===== config.mk =====
export PLATFORM = sky130hd
export DESIGN_NAME = bds_scan_ctrl
export DESIGN_NICKNAME = d
export VERILOG_FILES = /design/src/design/bds_pkg.sv /design/src/design/bds_scan_ctrl.sv
export SDC_FILE = /design/constraint.sdc
export NUM_CORES = 1
export LEC_CHECK = 0
export CORE_ASPECT_RATIO = 1.4
export CORE_UTILIZATION = 49
export CTS_BUF_LIST = sky130_fd_sc_hd__clkbuf_8
export DETAILED_ROUTE_END_ITERATION = 12
export DONT_BUFFER_PORTS = 1
export GPL_ROUTABILITY_DRIVEN = 0
export HOLD_SLACK_MARGIN = 0.06
export PLACE_DENSITY = 0.73
export SLEW_MARGIN = 20
export SYNTH_ARGS = -nofsm -noshare
export SYNTH_HDL_FRONTEND = slang
export SYNTH_SLANG_ARGS = --single-unit

===== constraint.sdc =====
create_clock -name clk -period 3.25 [get_ports clk]
set_input_delay 0.1625 -clock clk [delete_from_list [all_inputs] [get_ports clk]]
set_output_delay 0.1625 -clock clk [all_outputs]
set_load 0.01 [all_outputs]

===== src/design/bds_pkg.sv =====
// Shared constants, types and register indexes of the 2x2 box downscaler.
`default_nettype none
package bds_pkg;

  localparam int MAX_WIDTH  = 1024;
  localparam int LINE_DEPTH = (MAX_WIDTH + 1) / 2;
  localparam int COL_W      = (MAX_WIDTH > 2) ? $clog2(MAX_WIDTH) : 1;
  localparam int SLOT_W     = (LINE_DEPTH > 1) ? $clog2(LINE_DEPTH) : 1;
  localparam int WEFF_W     = $clog2(MAX_WIDTH + 1);

  localparam int PIX_W   = 8;
  localparam int PSUM_W  = PIX_W + 1;
  localparam int BSUM_W  = PIX_W + 2;
  localparam int CFGW_W  = 11;
  localparam int ROW_W   = 16;
  localparam int CFG_D_W = 16;
  localparam int CFG_I_W = 1;

  localparam logic [CFG_I_W-1:0] REG_IMAGE_WIDTH  = 1'd0;
  localparam logic [CFG_I_W-1:0] REG_IMAGE_HEIGHT = 1'd1;

  // Per-word decode from the scan counters.
  typedef struct packed {
    logic              odd_col;
    logic              odd_row;
    logic              in_frame;
    logic              last_col;
    logic              last_row;
    logic [SLOT_W-1:0] slot;
  } scan_ctl_t;

endpackage
`default_nettype wire


===== src/design/bds_scan_ctrl.sv =====
// Size registers and raster column/row counters with per-word decode.
`default_nettype none
module bds_scan_ctrl
  import bds_pkg::*;
(
  input  wire logic               clk,
  input  wire logic               rst_n,
  input  wire logic               cfg_we,
  input  wire logic [CFG_I_W-1:0] cfg_index,
  input  wire logic [CFG_D_W-1:0] cfg_wdata,
  input  wire logic               step,
  output scan_ctl_t               ctl
);

  logic [WEFF_W-1:0] width_r,  width_nxt;
  logic [ROW_W-1:0]  height_r, height_nxt;
  logic [COL_W-1:0]  col_r,    col_nxt;
  logic [ROW_W-1:0]  row_r,    row_nxt;
  logic [CFGW_W-1:0] w_raw;
  logic [ROW_W-1:0]  h_raw;
  logic [COL_W+1:0]  col_p1, col_p2;
  logic [ROW_W+1:0]  row_p1, row_p2;
  logic              col_wrap, row_wrap;

  assign w_raw = cfg_wdata[CFGW_W-1:0];
  assign h_raw = cfg_wdata[ROW_W-1:0];

  // Clamp sizes once at write time.
  always_comb begin
    width_nxt  = width_r;
    height_nxt = height_r;
    if (cfg_we) begin
      case (cfg_index)
        REG_IMAGE_WIDTH: begin
          if (int'(w_raw) < 2) begin
            width_nxt = WEFF_W'(2);
          end else if (int'(w_raw) > MAX_WIDTH) begin
            width_nxt = WEFF_W'(MAX_WIDTH);
          end else begin
            width_nxt = WEFF_W'(w_raw);
          end
        end
        REG_IMAGE_HEIGHT: begin
          height_nxt = (h_raw < ROW_W'(2)) ? ROW_W'(2) : h_raw;
        end
        default: begin
        end
      endcase
    end
  end

  assign col_p1   = (COL_W+2)'(col_r) + (COL_W+2)'(1);
  assign col_p2   = (COL_W+2)'(col_r) + (COL_W+2)'(2);
  assign row_p1   = (ROW_W+2)'(row_r) + (ROW_W+2)'(1);
  assign row_p2   = (ROW_W+2)'(row_r) + (ROW_W+2)'(2);
  assign col_wrap = col_p1 >= (COL_W+2)'(width_r);
  assign row_wrap = row_p1 >= (ROW_W+2)'(height_r);

  always_comb begin
    col_nxt = col_r;
    row_nxt = row_r;
    if (step) begin
      if (col_wrap) begin
        col_nxt = '0;
        row_nxt = row_wrap ? '0 : row_p1[ROW_W-1:0];
      end else begin
        col_nxt = col_p1[COL_W-1:0];
      end
    end
  end

  always_ff @(posedge clk) begin
    if (!rst_n) begin
      width_r  <= WEFF_W'(2);
      height_r <= ROW_W'(2);
      col_r    <= '0;
      row_r    <= '0;
    end else begin
      width_r  <= width_nxt;
      height_r <= height_nxt;
      col_r    <= col_nxt;
      row_r    <= row_nxt;
    end
  end

  always_comb begin
    ctl.odd_col  = col_r[0];
    ctl.odd_row  = row_r[0];
    ctl.in_frame = ((COL_W+1)'(col_r) < (COL_W+1)'(width_r)) && (row_r < height_r);
    ctl.last_col = col_p2 >= (COL_W+2)'(width_r);
    ctl.last_row = row_p2 >= (ROW_W+2)'(height_r);
    ctl.slot     = SLOT_W'(col_r >> 1);
  end

endmodule
`default_nettype wire


-- After elaboration in Yosys (flattened, before gate mapping)
Cells that the tools add are included.
- register bits: 53
- input bits: 21
- output and inout port bits: 14
- logic and storage cells: 27
- add/sub/neg operators: 4
- order comparisons: 9
- mux-type cells: 5
- bitwise operators: 1
- reductions and logical operators: 4
- operators with widths (kind ; count):
    $ge A17 B16 Y1 ; 2
    $mux W16 ; 2
    $ge A11 B11 Y1 ; 2
    $mux W11 ; 2
    $add A16 B1 Y17 const B ; 1
    $add A16 B2 Y17 const B ; 1
    $lt A16 B16 Y1 ; 1
    $lt A16 B2 Y1 const B ; 1
    $add A10 B1 Y11 const B ; 1
    $add A10 B2 Y11 const B ; 1
    $gt A11 B11 Y1 const B ; 1
    $lt A10 B11 Y1 ; 1
    $lt A11 B2 Y1 const B ; 1
    $mux W10 ; 1
    $reduce_and A2 Y1 ; 3
    $logic_and A1 B1 Y1 ; 1
    $not A1 Y1 ; 1

-- Logic depth before layout (Yosys ltp)
- depth in word-level cells: 3
- depth in mapped cells: 13

-- Worst setup path after synthesis
No wires, ideal clock.
- kind: register -> register
- from: register col_r[0]
- to: register row_r[12]
- library setup time: 0.120 ns
- arrival: 2.784 ns
- required time: 3.130 ns
- setup slack: 0.346 ns
- stages on the path, launching flop included: 13
- path buffers: 1
- cell sequence: dfxtp_1 -> ha_1 -> nand3_1 -> nor2_1 -> and3_1 -> xor2_1 -> ha_1 -> o211ai_1 -> o21ai_0 -> a22o_2 -> buf_2 -> nand4_1 -> nand3_1
- longest elaborated chain between the ends: 3
- ends and longest elaborated chain (what ; RTL line ; source):
    start: declaration ; bds_scan_ctrl.sv:17 ; logic [COL_W-1:0] col_r, col_nxt;
    start signal: assignment ; bds_scan_ctrl.sv:81 ; col_r <= col_nxt;
    $add A10 B1 Y11 ; bds_scan_ctrl.sv:52 ; assign col_p1 = (COL_W+2)'(col_r) + (COL_W+2)'(1);
    $ge A11 B11 Y1 ; bds_scan_ctrl.sv:56 ; assign col_wrap = col_p1 >= (COL_W+2)'(width_r);
    $reduce_and A2 Y1 (no line) ; - ;
    end signal: assignment ; bds_scan_ctrl.sv:82 ; row_r <= row_nxt;
    end: declaration ; bds_scan_ctrl.sv:18 ; logic [ROW_W-1:0] row_r, row_nxt;
Every way passes these cells.
A chain may end at the register's enable or synchronous reset.

==> impl_metrics.csv <==
group,metric,value,unit
floorplan,io_pins,35,
synth,yosysWarnings,0,
synth,synth_cell_types,56,
timing,final-setup-viol-count,0,
critical_path,cp_cell_sequence,"ha_4, nand3_4, nor3_4, nand3_2, xnor2_1, ha_1, nand2_1, or2_2, or4_4, nand3_2",
synth,yosys-top-cells-area,"dfxtp_1, ha_1, nand2_1",
hold_path,min_delay_path_depth,2,
timing,period_share,96.2,%
critical_path,reg2reg_to,"col_r[0]",
timing,skew,15.9,ps
detailed_routing,wl_per_cell,17.8,um
global_routing,grt_pass1_vias,4339,
run_status,outcome,"complete, no violations",
detailed_routing,first_pass_iters,4,
synth,synthTopCellsByCount,"ha_1, nand2_1, dfxtp_1, nor2_1, a21oi_1",
floorplan,fp.coreArea,0.00903,mm^2
synth,synth_most_common_cell,"ha_1",
global_routing,grt_use_total,26.4,%
critical_path,cp-end-kind,"primary output",
timing,clock.fmax,0.320,GHz
critical_path,r2r_setup_slack,230,ps
detailed_routing,drc,0,
clock_network,cts.clk_slew.worst_paths,120,ps
timing,slew_viol_final,0,
floorplan,die_area,0.00971,mm^2
pwr,total_power,1.47,mW
clock_network,clock_sink_count,53,
layout,final_area,0.00511,mm^2
synth,synthCells,569,
place,placed_area,0.00471,mm^2
synth,ys_seq_area_share,23.3,%
synth,syn_area,0.00456,mm^2
timing,relSlewSlack,43.7,%
critical_path,cp-start-kind,"flop",
timing,period_needed,3130,ps
clock_network,clk_latency,340,ps
synth,synth_top_area_share,23.3,%
critical_path,required,3090,ps
global_routing,overflow,0,
synth,ys_ff_latch,53,
detailed_routing,routed_wl,12500,um
floorplan,initial_utilization,50.5,%
timing,hold_viol,0,
hold_path,hold_class,"input port to flop",
synth,avgSynthCellArea,8.02,um^2
timing,fin_setup_tns,0,ps
clock_network,clockBufferDepth,2,
place,hpwl,9460,um
synth,ys.flop_type,"dfxtp_1",
clock_network,cts_made_buffers,5,
synth,async_flop_share,0,%
critical_path,crit_type,"flop to primary output",
clock_network,cts-root-buf,"clkbuf_8",
critical_path,crit_top_cell,"nand3_2",
critical_path,rr_startpoint,"col_r[1]",
pwr,power_leakage,2.24,nW
critical_path,ff2ff_path_depth,11,
layout,drive_above_1_share,9.98,%
place,io_buffer_count,0,
pwr,p_per_area,287,mW/mm^2
pwr,vdd_drop_max,357,uV
timing,rsz0062_at_grt,"no",
detailed_routing,via_per_inst,6.09,
critical_path,crit_fanout,5,
hold_path,hold_path_startpoint,"cfg_wdata[1]",
synth,synth_top_area_cell,"dfxtp_1",
detailed_routing,antenna_left,0,
synth,synth-edff-count,0,
floorplan,die_w,83.6,um
timing,worst_pin_slew,842,ps
global_routing,grt_pass1_wl,20500,um
global_routing,antenna_found_initial,0,
layout,fin_nets,693,
global_routing,grt_max_degree,39,
floorplan,dieHeight,116,um
critical_path,arrival,2960,ps
clock_network,htreeDepth,2,
layout,antennaDiodeCount,0,
detailed_routing,via_count,4253,
critical_path,critPathMaxStageDelay,560,ps
layout,area_growth,12.0,%
floorplan,rows,41,
synth,syn-num-nets,672,
critical_path,cp_slowest_cell,"or4_4",
hold_path,holdPathEnd,"width_r[1]",
job,drv_cap,0,
detailed_routing,drtIter0Drc,189,
clock_network,cts_tree,"yes",
## repair_timing
item	4_1_cts	5_1_grt
buffers inserted	0	5
setup endpoints to repair	1	21
gates resized for setup	10	13
gates cloned	0	0
hold buffers	18	0
hold endpoints to repair	47	0
pin swaps	1	3
## cells in the final DEF, fill, tap and decap left out, types with 18 or more instances in the layout
cell	instances
ha_1	81
nand2_1	61
dfxtp_1	47
nor2_1	37
a21oi_1	37
inv_1	31
nand3_1	29
o21ai_0	26
buf_4	25
xnor2_1	24
xor2_1	19
dlygate4sd3_1	18
## how the worst max path moves through the flow
stage	from	endpoint	slack, ps	cells past startpoint
global placement	row_r[2]	ctl[9]	100	10
floorplan	col_r[0]	row_r[12]	350	12
finish	row_r[1]	ctl[9]	120	10
CTS	row_r[1]	ctl[9]	20	10
global route	row_r[5]	ctl[9]	20	10
detailed placement	row_r[2]	row_r[4]	70	11
## routing by layer
layer	vias up	track usage, %	wire [um]
met1	2000	28.2	4840
li1	2082	-	-
met5	-	0	0
met2	124	49.0	6330
met3	47	3.67	570
met4	0	16.6	711
## area by class of cell
cell class	count	area (um^2)
fill	839	3920
multi-input combinational	455	3320
sequential	53	1080
timing repair buffer	43	368
tap	107	134
inverter	32	120
clock buffer	5	68.8
clock inverter	3	28.8
## critical path, delay by kind of cell, from the launching register on
| family | cells | cell delay, ps |
|---|---|---|
| simple gates | 7 | 1600 |
| fa+ha+maj | 2 | 450 |
| flops | 1 | 400 |
| xor+xnor | 1 | 150 |
## per-stage QoR
stage	utilization (%)	instances	hold slack [ps]	setup slack, ps
after floorplan	-	569	265	346
after global placement	52.2	667	249	95.2
after detailed placement	52.2	667	256	70.7
after CTS	55.7	693	62.6	19.4
after global routing	56.6	698	86.0	17.3
final	56.6	698	62.1	125
## report_power, final
group,internal (mW),switching [mW],total (mW)
Clock,0.162,0.260,0.422
Combinational,0.138,0.226,0.365
Sequential,0.668,0.0131,0.681
## cells by family (layout without fill, tap and decap cells)
kind of cell,after synthesis,after routing,synth area share (%)
fa+ha+maj,82,82,22.5
mux,1,1,0.219
compound gates,131,131,18.5
flops,53,53,23.3
xor+xnor,43,43,8.25
buf+inv,61,83,5.54
simple gates,198,198,21.7
## state kept, by name (all words and copies together) (netlist names)
register  count
row_r        16
col_r        10
width_r      11
height_r     16
Power figures use the tool's default switching activity.
